===== src/rtl/pwlt_pkg.sv =====
// ----------------------------------------------------------------------------
// pwlt_pkg
// Shared constants and types for the piecewise-linear axis timeline core.
// ----------------------------------------------------------------------------
package pwlt_pkg;

   localparam int MAX_POINTS = 16;
   localparam int CNT_W      = $clog2(MAX_POINTS + 1);
   localparam int IDX_W      = $clog2(MAX_POINTS);

   localparam logic [1:0] REQ_QUERY   = 2'd0;
   localparam logic [1:0] REQ_SET_POS = 2'd1;
   localparam logic [1:0] REQ_SET_VEL = 2'd2;
   localparam logic [1:0] REQ_ADVANCE = 2'd3;

   typedef struct packed {
      logic [31:0] btime;
      logic [31:0] bpos;
      logic [31:0] bvel;
   } entry_type;

   typedef struct packed {
      logic             we;
      logic [IDX_W-1:0] waddr;
      entry_type        wdata;
      logic             re;
      logic [IDX_W-1:0] raddr;
   } mem_req_type;

   // pos + vel * (t - btime)
   typedef struct packed {
      logic        start;
      entry_type   base;
      logic [31:0] t;
   } ip_req_type;

endpackage


===== src/rtl/piecewise_linear_axis_timeline_core.sv =====
// A query or set position searches the table one entry read per cycle, and a query then
// runs the multiply-add where needed; a set velocity first checks the last point, then searches
// and runs the multiply-add; an advance searches, then moves the kept entries one per cycle.
// Throughput: one request at a time; the next is taken once the result is queued.
// Reset clears the point count and control state; store contents stay undefined.
// ----------------------------------------------------------------------------
// piecewise_linear_axis_timeline_core
// Breakpoint table sequencer with query, set position, set velocity, advance.
// ----------------------------------------------------------------------------
module piecewise_linear_axis_timeline_core
   import pwlt_pkg::*;
(
   input  logic               clock,
   input  logic               reset,
   input  logic               req_valid,
   output logic               req_stall,
   input  logic [1:0]         req_type,
   input  logic signed [31:0] req_event_time,
   input  logic signed [31:0] req_new_value,
   output logic               rsp_valid,
   input  logic               rsp_stall,
   output logic signed [31:0] rsp_position,
   output logic [4:0]         rsp_points_used,
   output logic               rsp_table_full
);

   typedef enum logic [3:0] {
      ST_IDLE, ST_LAST_RD, ST_LAST_CHK, ST_SEARCH, ST_DISPATCH, ST_INTERP_WAIT,
      ST_APPEND, ST_SHIFT, ST_FIX_WAIT, ST_FIX_WR, ST_RESP
   } state_type;

   state_type   state_ff;
   logic [1:0]  type_ff;
   logic [31:0] t_ff, val_ff, pos_out_ff, newpos_ff;
   logic [CNT_W-1:0] count_ff, k_ff, issue_ff, src_ff, dst_ff;
   logic        pend_ff, full_ff;
   entry_type   prev_ff, first_ff;

   logic        rsp_valid_ff, rsp_full_ff;
   logic [31:0] rsp_pos_ff;
   logic [4:0]  rsp_used_ff;

   mem_req_type mem_req;
   entry_type   rd_data;
   ip_req_type  ip_req;
   logic        ip_done;
   logic [31:0] ip_result;

   logic pass, search_end, search_rd, shift_rd, last_rd, shift_end, fix_needed;
   entry_type shifted;

   pwlt_mem u_mem (
      .clock   (clock),
      .mem_req (mem_req),
      .rd_data (rd_data)
   );

   pwlt_interp u_interp (
      .clock  (clock),
      .reset  (reset),
      .ip_req (ip_req),
      .done   (ip_done),
      .result (ip_result)
   );

   assign pass       = $signed(rd_data.btime) <= $signed(t_ff);
   assign search_end = pend_ff && (!pass || (k_ff + 1'b1 == count_ff));
   assign search_rd  = (state_ff == ST_SEARCH) && (issue_ff < count_ff) && !search_end;
   assign shift_rd   = (state_ff == ST_SHIFT) && (src_ff < count_ff);
   assign last_rd    = (state_ff == ST_LAST_RD) && (count_ff != '0);
   assign shift_end  = (state_ff == ST_SHIFT) && (src_ff >= count_ff) && !pend_ff;
   assign fix_needed = (dst_ff != '0) && first_ff.btime[31];

   always_comb begin
      shifted       = rd_data;
      shifted.btime = rd_data.btime - t_ff;
   end

   always_comb begin
      mem_req.re    = search_rd || shift_rd || last_rd;
      mem_req.raddr = last_rd   ? IDX_W'(count_ff - 1'b1) :
                      search_rd ? issue_ff[IDX_W-1:0] : src_ff[IDX_W-1:0];
      mem_req.we    = 1'b0;
      mem_req.waddr = k_ff[IDX_W-1:0];
      mem_req.wdata = '0;
      case (state_ff)
         ST_APPEND: begin
            mem_req.we          = 1'b1;
            mem_req.wdata.btime = t_ff;
            if (type_ff == REQ_SET_POS) begin
               mem_req.wdata.bpos = val_ff;
               mem_req.wdata.bvel = (k_ff != '0) ? prev_ff.bvel : 32'd0;
            end else begin
               mem_req.wdata.bpos = newpos_ff;
               mem_req.wdata.bvel = val_ff;
            end
         end
         ST_SHIFT: begin
            mem_req.we    = pend_ff;
            mem_req.waddr = dst_ff[IDX_W-1:0];
            mem_req.wdata = shifted;
         end
         ST_FIX_WR: begin
            mem_req.we          = 1'b1;
            mem_req.waddr       = '0;
            mem_req.wdata.btime = 32'd0;
            mem_req.wdata.bpos  = newpos_ff;
            mem_req.wdata.bvel  = first_ff.bvel;
         end
         default: begin
            mem_req.we = 1'b0;
         end
      endcase
   end

   always_comb begin
      ip_req.start = 1'b0;
      ip_req.base  = prev_ff;
      ip_req.t     = t_ff;
      if (state_ff == ST_DISPATCH && k_ff != '0 &&
          (type_ff == REQ_QUERY ||
           (type_ff == REQ_SET_VEL && k_ff != CNT_W'(MAX_POINTS)))) begin
         ip_req.start = 1'b1;
      end else if (shift_end && fix_needed) begin
         // first point now in the past: pull it back to time zero
         ip_req.start = 1'b1;
         ip_req.base  = first_ff;
         ip_req.t     = 32'd0;
      end
   end

   always_ff @(posedge clock) begin
      if (reset) begin
         state_ff     <= ST_IDLE;
         count_ff     <= '0;
         rsp_valid_ff <= 1'b0;
         pend_ff      <= 1'b0;
      end else begin
         // in ST_RESP the output register is reloaded instead
         if (rsp_valid_ff && !rsp_stall && state_ff != ST_RESP) begin
            rsp_valid_ff <= 1'b0;
         end
         case (state_ff)
            ST_IDLE: begin
               if (req_valid) begin
                  type_ff    <= req_type;
                  t_ff       <= req_event_time;
                  val_ff     <= req_new_value;
                  full_ff    <= 1'b0;
                  pos_out_ff <= 32'd0;
                  k_ff       <= '0;
                  issue_ff   <= '0;
                  pend_ff    <= 1'b0;
                  if (req_type == REQ_SET_VEL) begin
                     state_ff <= ST_LAST_RD;
                  end else if (count_ff == '0) begin
                     state_ff <= ST_DISPATCH;
                  end else begin
                     state_ff <= ST_SEARCH;
                  end
               end
            end
            ST_LAST_RD: begin
               if (count_ff != '0) begin
                  state_ff <= ST_LAST_CHK;
               end else if (val_ff == 32'd0) begin
                  state_ff <= ST_RESP;
               end else begin
                  state_ff <= ST_DISPATCH;
               end
            end
            ST_LAST_CHK: begin
               if (pass && rd_data.bvel == val_ff) begin
                  state_ff <= ST_RESP;
               end else begin
                  state_ff <= ST_SEARCH;
               end
            end
            ST_SEARCH: begin
               pend_ff <= search_rd;
               if (search_rd) begin
                  issue_ff <= issue_ff + 1'b1;
               end
               if (pend_ff) begin
                  if (pass) begin
                     prev_ff <= rd_data;
                     k_ff    <= k_ff + 1'b1;
                  end else if (k_ff == '0) begin
                     first_ff <= rd_data;
                  end
               end
               if (search_end) begin
                  state_ff <= ST_DISPATCH;
               end
            end
            ST_DISPATCH: begin
               pend_ff <= 1'b0;
               case (type_ff)
                  REQ_QUERY: begin
                     if (k_ff != '0) begin
                        state_ff <= ST_INTERP_WAIT;
                     end else begin
                        pos_out_ff <= (count_ff != '0) ? first_ff.bpos : 32'd0;
                        state_ff   <= ST_RESP;
                     end
                  end
                  REQ_SET_POS: begin
                     if (k_ff == CNT_W'(MAX_POINTS)) begin
                        full_ff  <= 1'b1;
                        state_ff <= ST_RESP;
                     end else begin
                        state_ff <= ST_APPEND;
                     end
                  end
                  REQ_SET_VEL: begin
                     if (k_ff == CNT_W'(MAX_POINTS)) begin
                        full_ff  <= 1'b1;
                        state_ff <= ST_RESP;
                     end else if (k_ff != '0) begin
                        state_ff <= ST_INTERP_WAIT;
                     end else begin
                        newpos_ff <= 32'd0;
                        state_ff  <= ST_APPEND;
                     end
                  end
                  default: begin
                     // advance: keep the last point at or before t
                     src_ff <= (k_ff != '0) ? k_ff - 1'b1 : '0;
                     dst_ff <= '0;
                     state_ff <= (count_ff == '0) ? ST_RESP : ST_SHIFT;
                  end
               endcase
            end
            ST_INTERP_WAIT: begin
               if (ip_done) begin
                  if (type_ff == REQ_QUERY) begin
                     pos_out_ff <= ip_result;
                     state_ff   <= ST_RESP;
                  end else begin
                     newpos_ff <= ip_result;
                     state_ff  <= ST_APPEND;
                  end
               end
            end
            ST_APPEND: begin
               count_ff <= k_ff + 1'b1;
               state_ff <= ST_RESP;
            end
            ST_SHIFT: begin
               pend_ff <= shift_rd;
               if (shift_rd) begin
                  src_ff <= src_ff + 1'b1;
               end
               if (pend_ff) begin
                  dst_ff <= dst_ff + 1'b1;
                  if (dst_ff == '0) begin
                     first_ff <= shifted;
                  end
               end
               if (shift_end) begin
                  count_ff <= dst_ff;
                  state_ff <= fix_needed ? ST_FIX_WAIT : ST_RESP;
               end
            end
            ST_FIX_WAIT: begin
               if (ip_done) begin
                  newpos_ff <= ip_result;
                  state_ff  <= ST_FIX_WR;
               end
            end
            ST_FIX_WR: begin
               state_ff <= ST_RESP;
            end
            ST_RESP: begin
               if (!rsp_valid_ff || !rsp_stall) begin
                  rsp_valid_ff <= 1'b1;
                  rsp_pos_ff   <= pos_out_ff;
                  rsp_used_ff  <= 5'(count_ff);
                  rsp_full_ff  <= full_ff;
                  state_ff     <= ST_IDLE;
               end
            end
            default: begin
               state_ff <= ST_IDLE;
            end
         endcase
      end
   end

   assign req_stall       = (state_ff != ST_IDLE);
   assign rsp_valid       = rsp_valid_ff;
   assign rsp_position    = rsp_pos_ff;
   assign rsp_points_used = rsp_used_ff;
   assign rsp_table_full  = rsp_full_ff;

   a_count_bound: assert property (@(posedge clock) disable iff (reset)
      count_ff <= CNT_W'(MAX_POINTS))
      else $error("point count above table size");

   a_search_bound: assert property (@(posedge clock) disable iff (reset)
      (state_ff == ST_SEARCH) |-> (k_ff <= count_ff) && (k_ff <= issue_ff))
      else $error("search index ran past the table");

   a_no_rw_clash: assert property (@(posedge clock) disable iff (reset)
      (mem_req.we && mem_req.re) |-> (mem_req.waddr != mem_req.raddr))
      else $error("read and write to the same entry in one cycle");

   a_ip_done_waited: assert property (@(posedge clock) disable iff (reset)
      ip_done |-> (state_ff == ST_INTERP_WAIT || state_ff == ST_FIX_WAIT))
      else $error("multiply-add result with nobody waiting");

   a_rsp_from_resp: assert property (@(posedge clock) disable iff (reset)
      $rose(rsp_valid_ff) |-> ($past(state_ff) == ST_RESP) && (state_ff == ST_IDLE))
      else $error("result queued outside the response state");

endmodule


===== src/rtl/pwlt_mem.sv =====
// ----------------------------------------------------------------------------
// pwlt_mem
// Breakpoint store: one write port, one read port, registered read data.
// ----------------------------------------------------------------------------
module pwlt_mem
   import pwlt_pkg::*;
(
   input  logic        clock,
   input  mem_req_type mem_req,
   output entry_type   rd_data
);

   entry_type mem_ff [MAX_POINTS];
   entry_type rd_data_ff;

   always_ff @(posedge clock) begin
      if (mem_req.we) begin
         mem_ff[mem_req.waddr] <= mem_req.wdata;
      end
      if (mem_req.re) begin
         rd_data_ff <= mem_ff[mem_req.raddr];
      end
   end

   assign rd_data = rd_data_ff;

endmodule


===== src/rtl/pwlt_interp.sv =====
// ----------------------------------------------------------------------------
// pwlt_interp
// Three-stage multiply-add: result = pos + vel * (t - btime), wrapping.
// ----------------------------------------------------------------------------
module pwlt_interp
   import pwlt_pkg::*;
(
   input  logic        clock,
   input  logic        reset,
   input  ip_req_type  ip_req,
   output logic        done,
   output logic [31:0] result
);

   logic        v1_ff, v2_ff, done_ff;
   logic [31:0] diff_ff, vel_ff, pos1_ff, pos2_ff, prod_ff, res_ff;

   always_ff @(posedge clock) begin
      if (reset) begin
         v1_ff   <= 1'b0;
         v2_ff   <= 1'b0;
         done_ff <= 1'b0;
      end else begin
         v1_ff   <= ip_req.start;
         v2_ff   <= v1_ff;
         done_ff <= v2_ff;
      end
      diff_ff <= ip_req.t - ip_req.base.btime;
      vel_ff  <= ip_req.base.bvel;
      pos1_ff <= ip_req.base.bpos;
      prod_ff <= vel_ff * diff_ff;
      pos2_ff <= pos1_ff;
      res_ff  <= pos2_ff + prod_ff;
   end

   assign done   = done_ff;
   assign result = res_ff;

endmodule

===== config.mk =====
export PLATFORM = sky130hd
export DESIGN_NAME = piecewise_linear_axis_timeline_core
export DESIGN_NICKNAME = d
export VERILOG_FILES = /design/src/rtl/pwlt_pkg.sv /design/src/rtl/piecewise_linear_axis_timeline_core.sv /design/src/rtl/pwlt_mem.sv /design/src/rtl/pwlt_interp.sv
export SDC_FILE = /design/constraint.sdc
export NUM_CORES = 2
export LEC_CHECK = 0
export BUFFER_PORTS_ARGS = -buffer_cell sky130_fd_sc_hd__buf_2
export CAP_MARGIN = 20
export CORE_UTILIZATION = 48
export CTS_CLUSTER_DIAMETER = 40
export DETAILED_ROUTE_END_ITERATION = 7
export PLACE_DENSITY = 0.6
export SLEW_MARGIN = 10
export SYNTH_ARGS = -nofsm -noshare
export SYNTH_HDL_FRONTEND = slang
export SYNTH_SLANG_ARGS = --single-unit

===== constraint.sdc =====
create_clock -name clock -period 28.4 [get_ports clock]
set_input_delay 2.84 -clock clock [delete_from_list [all_inputs] [get_ports clock]]
set_output_delay 2.84 -clock clock [all_outputs]
set_load 0.02 [all_outputs]

# Yosys cells after proc, flatten, opt, wreduce, memory -nomap -nowiden
# Memory sizes are Yosys's and may differ from the RTL's. A register that Yosys moved wholly into a read port is not among the register bits.
# Cells that the tools add are included.
# op_classes
addsub	9
n_mul	1
div	0
order_cmp	4
eq_ne	41
n_shift	0
muxes	75
n_bitwise	1
reduce_logical	60
# ops
cell	n
two-way mux 96 bit	5
two-way mux 32 bit	13
case mux 96 bit (3 select lines)	1
case mux 32 bit (3 select lines)	2
case mux 96 bit (2 select lines)	1
two-way mux 129 bit	1
two-way mux 128 bit	1
two-way mux 4 bit	16
two-way mux 64 bit	1
subtractor 32 bit	2
two-way mux 5 bit	10
case mux 5 bit (2 select lines)	5
case mux 4 bit (10 select lines)	1
adder 32 bit	1
equality test 32 bit	1
<= comparator 32 bit	1
logical NOT 32 bit	1
multiplier 32 x 32 -> 32 bit	1
inequality test 2 bit (second input constant)	16
adder 5 x 1 -> 5 bit (second input constant)	4
equality test 4 x 3 -> 1 bit (second input constant)	4
AND reduction 4 bit	4
logical AND 1 bit	15
logical NOT 5 bit	3
38 further kinds	81
# word_totals
ff_bits	587
latch_bits	0
mem_bits_rw	1536
mem_bits_ro	0
in_bits	70
output_inout_bits	40
wordCells	224
n_memories	1
# mem_list
name	depth	word_bits	rd	rd_clocked_by_memory_dff	write_ports	line_no	rtl
u_mem.mem_ff	16	96	1	1	1	pwlt_mem.sv:13	entry_type mem_ff [MAX_POINTS];

# Longest topological paths before layout
# logic_depth
word_depth	8
depth_mapped	27
depth_no_buf	25

# Hierarchy
# Synthesis repeated with hierarchy kept, for this count alone.
# unflattened
cells_unflattened	6419
area_unflattened_um2	102916.2
# modules_own_cells
mod	instances	cells_each	area_per_inst_um2	seq_area_each_um2
pwlt_mem	1	2460	60316.6	49007.0
pwlt_interp	1	2374	22791.9	3903.7
piecewise_linear_axis_timeline_core	1	1585	19807.7	11661.2

# Worst setup path after synthesis
# Ideal clock, no wire load.
# synth_timing
kind	input to register
startpoint	input reset
endpoint	register prev_ff[0] in the netlist's numbering, enable pin
setup_ns	0.688
t_arrival_ns	10.062
required_time_ns	27.712
path_slack_ns	17.650
stages	2
n_path_buf	1
cell_sequence	clkbuf_1 > nor3b_1
# synth_between
elab_chain_cells	2
# synth_lines
element	line_no	rtl
start: declaration	piecewise_linear_axis_timeline_core.sv:14	input logic reset,
inverter 1 bit (no source line)	--	
AND reduction 4 bit (no source line)	--	
end signal: assignment	piecewise_linear_axis_timeline_core.sv:186	prev_ff <= rd_data;
end: declaration	piecewise_linear_axis_timeline_core.sv:37	entry_type prev_ff, first_ff;
# No other way between the ends.
# A chain may end at the register's enable or synchronous reset.

# Final worst setup path
# layout_timing
startpoint	register u_mem.rd_data[64] (netlist name)
endpoint	register u_mem.rd_data[12] (netlist name)
# layout_between
elab_chain_cells	8
elab_cells_between_ends	10
classes_between	order compare: 1; mux: 2; reduce/logical: 7
# layout_lines
element	line_no	rtl
<= comparator 32 bit (*)	piecewise_linear_axis_timeline_core.sv:66	assign pass = $signed(rd_data.btime) <= $signed(t_ff);
logical NOT 1 bit (*)	piecewise_linear_axis_timeline_core.sv:67	assign search_end = pend_ff && (!pass || (k_ff + 1'b1 == count_ff));
logical OR 1 bit (*)	piecewise_linear_axis_timeline_core.sv:67	
logical AND 1 bit (*)	piecewise_linear_axis_timeline_core.sv:67	
logical NOT 1 bit (*)	piecewise_linear_axis_timeline_core.sv:68	assign search_rd = (state_ff == ST_SEARCH) && (issue_ff < count_ff) && !search_end;
logical AND 1 bit (*)	piecewise_linear_axis_timeline_core.sv:68	
two-way mux 4 bit / logical OR 1 bit (equally long branches)	piecewise_linear_axis_timeline_core.sv:82, piecewise_linear_axis_timeline_core.sv:80	
two-way mux 4 bit / logical OR 1 bit (equally long branches)	piecewise_linear_axis_timeline_core.sv:81, piecewise_linear_axis_timeline_core.sv:80	
# Mark *: on every way between the ends. The rest lies on a longest branch, timed or not.

==> results.md <==
* Area Growth Syn to Fin at 14.6%
* GPL Wtd Cong at between 0.8 and 0.9
* Layout cells sized above 1 at 11.9%
* EDFF count, synth at just over 2,000
* Post-synth ARST share at 0%
* Initial antenna violation count at 24
* Slowest stage cell, crit path: buf_4
* Filler Cell Count at about 17,000
* Post-CTS Hold Fix Bufs at 0
* Vias at 60,100
* Post-Route WL at 286,000 µm
* Post-CTS setup buffer count at 0
* Port Buffers at 109
* Total GRT Usage at 26.5%
* Vias in the first global route at 59,900
* Outcome: finished, violations left
* Post-synth top flop: edfxtp_1
* Avg Cell Area, Syn at 14.7 µm²
* Iter 0 DRT Violations at approximately 6,300
* Netlist cell types at slightly above 70
* Slew Viols, Final at 0
* Post-route ant nets at 0
* Slew @ Worst Pin at 1210 ps
* Crit start category: flip-flop
* Io pins at 110
* Type of element capturing the critical path: flip-flop
* Largest net degree at the start of global routing at 138
* Worst-Skew Late Latency at approximately 950 ps
* Max cap viols at 0
* Sequential area share after synthesis at 63.3%
* Die Width at 463 µm
* First-pass GRT wire length at 414,000 µm
* Post-DP HPWL at approximately 170,000 µm
* #FFs+latches synth at approximately 2,200
* CP most frequent cell: buf_4
* Worst-path clk slew at around 60 ps
* First drt pass iteration count at 8
* Post-cts resize count at 0
* Mapped Area at 0.102 mm²
* Die area at 0.214 mm²
* Core area at 0.210 mm²
* Vias/cell at 5.88
* Fin Setup TNS at 0 ps
* Root Driver: clkbuf_16
* Slowest stage delay, CP at 870 ps
* Number of buffers created by CTS at 321
* Arr. time, crit path at roughly 11,000 ps
* Unrepaired setup endpoints after global routing: false
* Syn Inst Count at just under 7,000
* CP cell instances: inv_1 > ha_1 > inv_1 > fa_1 > a21o_1 > a21o_1 > a2111oi_2 > o21bai_1 > o31a_1 > nor3_2 > nor2_1 > a21o_1 > or2_1 > o311ai_4 > buf_4 > buf_4 > buf_4 > buf_4 > buf_4 > buf_4 > mux2i_1 > o22ai_1 > or4_1
* Failing checks: DRC
* Synth warn at 0
* Req. time, crit path at 29,050 ps
* Final #Nets at around 7,900
* Post-DR wirelength/cell at 28.0 µm
* Clock Tree Buf Depth at 4
* Detailed-route DRC error count at 7
* Clk sinks at about 2,200
* Remaining global-route overflow at 0
* Clock skew at 85.1 ps
* Die Span Y at 463 µm
* CP bufs+invs at 8
* Slew HR at approximately a fifth
* Synthesized net count at between 7,000 and 8,000
* Initial core utilization at 48.5%
* CP max FO at 57
* Worst Hold Class: reg2reg
* Placement Setup Slack at roughly 18,000 ps
* CTS tree: yes
* Hold Violations, Final at 0
* Achievable clock frequency at 96.0 MHz
* Cell Rows at 168
* Fin worst setup slack at approximately 18,000 ps
* Final Core Density at between 50% and 60%
* Final period utilization at ~37%
* Crit-path leading delay family: buffers and inverters
* H-tree Lvls at 5
* Count of final setup violators at 0
* Fin crit period at between 10,000 and 15,000 ps
* Critical path class: reg2reg
[final timing paths]
kind,to,cells after the start,slack [ps],from
worst max-delay path,u_mem.rd_data[12],23,17980,u_mem.rd_data[64]
worst min-delay path,u_interp.pos2_ff[27],0,310,u_interp.pos1_ff[27]
worst max register to register,u_mem.rd_data[12],23,17980,u_mem.rd_data[64]
worst min register to register,u_interp.pos2_ff[27],0,310,u_interp.pos1_ff[27]
[through the flow]
stage / hold slack [ps] / instance area (µm²) / instances
2_1_floorplan: 310 / 102000 / 6914
3_5_place_dp: 312 / 106000 / 9632
4_1_cts: 314 / 117000 / 10200
5_1_grt: 321 / 117000 / 10200
3_3_place_gp: 311 / 106000 / 9630
6_report: 313 / 117000 / 10200
[metal layers]
metal  GRT usage, %  wire length [µm]  vias up
met4           8.82              9130        4
met2           42.7            135000     2445
met1           36.7            120000    31100
met3           4.15             21800      507
met5              0                25        -
li1               -                 -    26100
[area by class of cell]
cell class	instances	area (µm²)	area share (%)
antenna	9	22.5	0.0193
sequential	2219	64600	55.3
inverter	494	1850	1.59
clock buffer	368	8470	7.25
tap	2805	3510	3.00
multi-input combinational	3867	34300	29.4
timing repair buffer	254	1800	1.54
clock inverter	199	2300	1.97
[layout by cell type (no fill, tap or decap), types with 65 or more instances in the layout]
cell type and instances:
edfxtp_1 2013, or4_1 99, o22ai_1 390, and2_1 290, mux2_2 65, clkbuf_16 332, nor2_1 137, dfxtp_1 205
buf_2 110, inv_1 494, mux2i_1 799, a21oi_1 106, nand2_1 501, buf_4 129, o21ai_0 84, fa_1 411
xnor2_1 158, ha_1 238
[kinds of logic after synthesis]
kind of cell | share of synthesized area, %
compound gates | 5.68
xor+xnor | 1.84
fa+ha+maj | 11.0
buf+inv | 3.31
flops | 63.3
mux | 8.56
simple gates | 6.26
[synthesized netlist by cell type (all sizes together), types with 65 or more instances]
cell type  count  area [µm²]
xnor2        158        1380
o21ai         89         445
inv          494        1850
buf          138         787
and2         291        1820
nor2         158         593
edfxtp      2013       60400
clkbuf       196         737
or4           99         743
ha           238        2980
fa           411        8230
mux2i        799        8000
dfxtp        206        4120
o22ai        390        2440
nand2        509        1920
mux2          65         732
a21oi        107         536
[state kept, by name, indices dropped and copies added, names as in the netlist, 32 cells and up]
register,cells
u_interp.result,32
first_ff,96
rsp_position,32
u_mem.mem_ff,1536
val_ff,32
u_interp.pos1_ff,32
u_interp.prod_ff,32
prev_ff,96
newpos_ff,32
u_interp.diff_ff,32
u_interp.vel_ff,32
pos_out_ff,32
t_ff,32
u_mem.rd_data,96
u_interp.pos2_ff,32
Power is left out: the tool's default activity adds up to more than one toggle a clock period on the data nets, which glitch-free logic cannot reach.
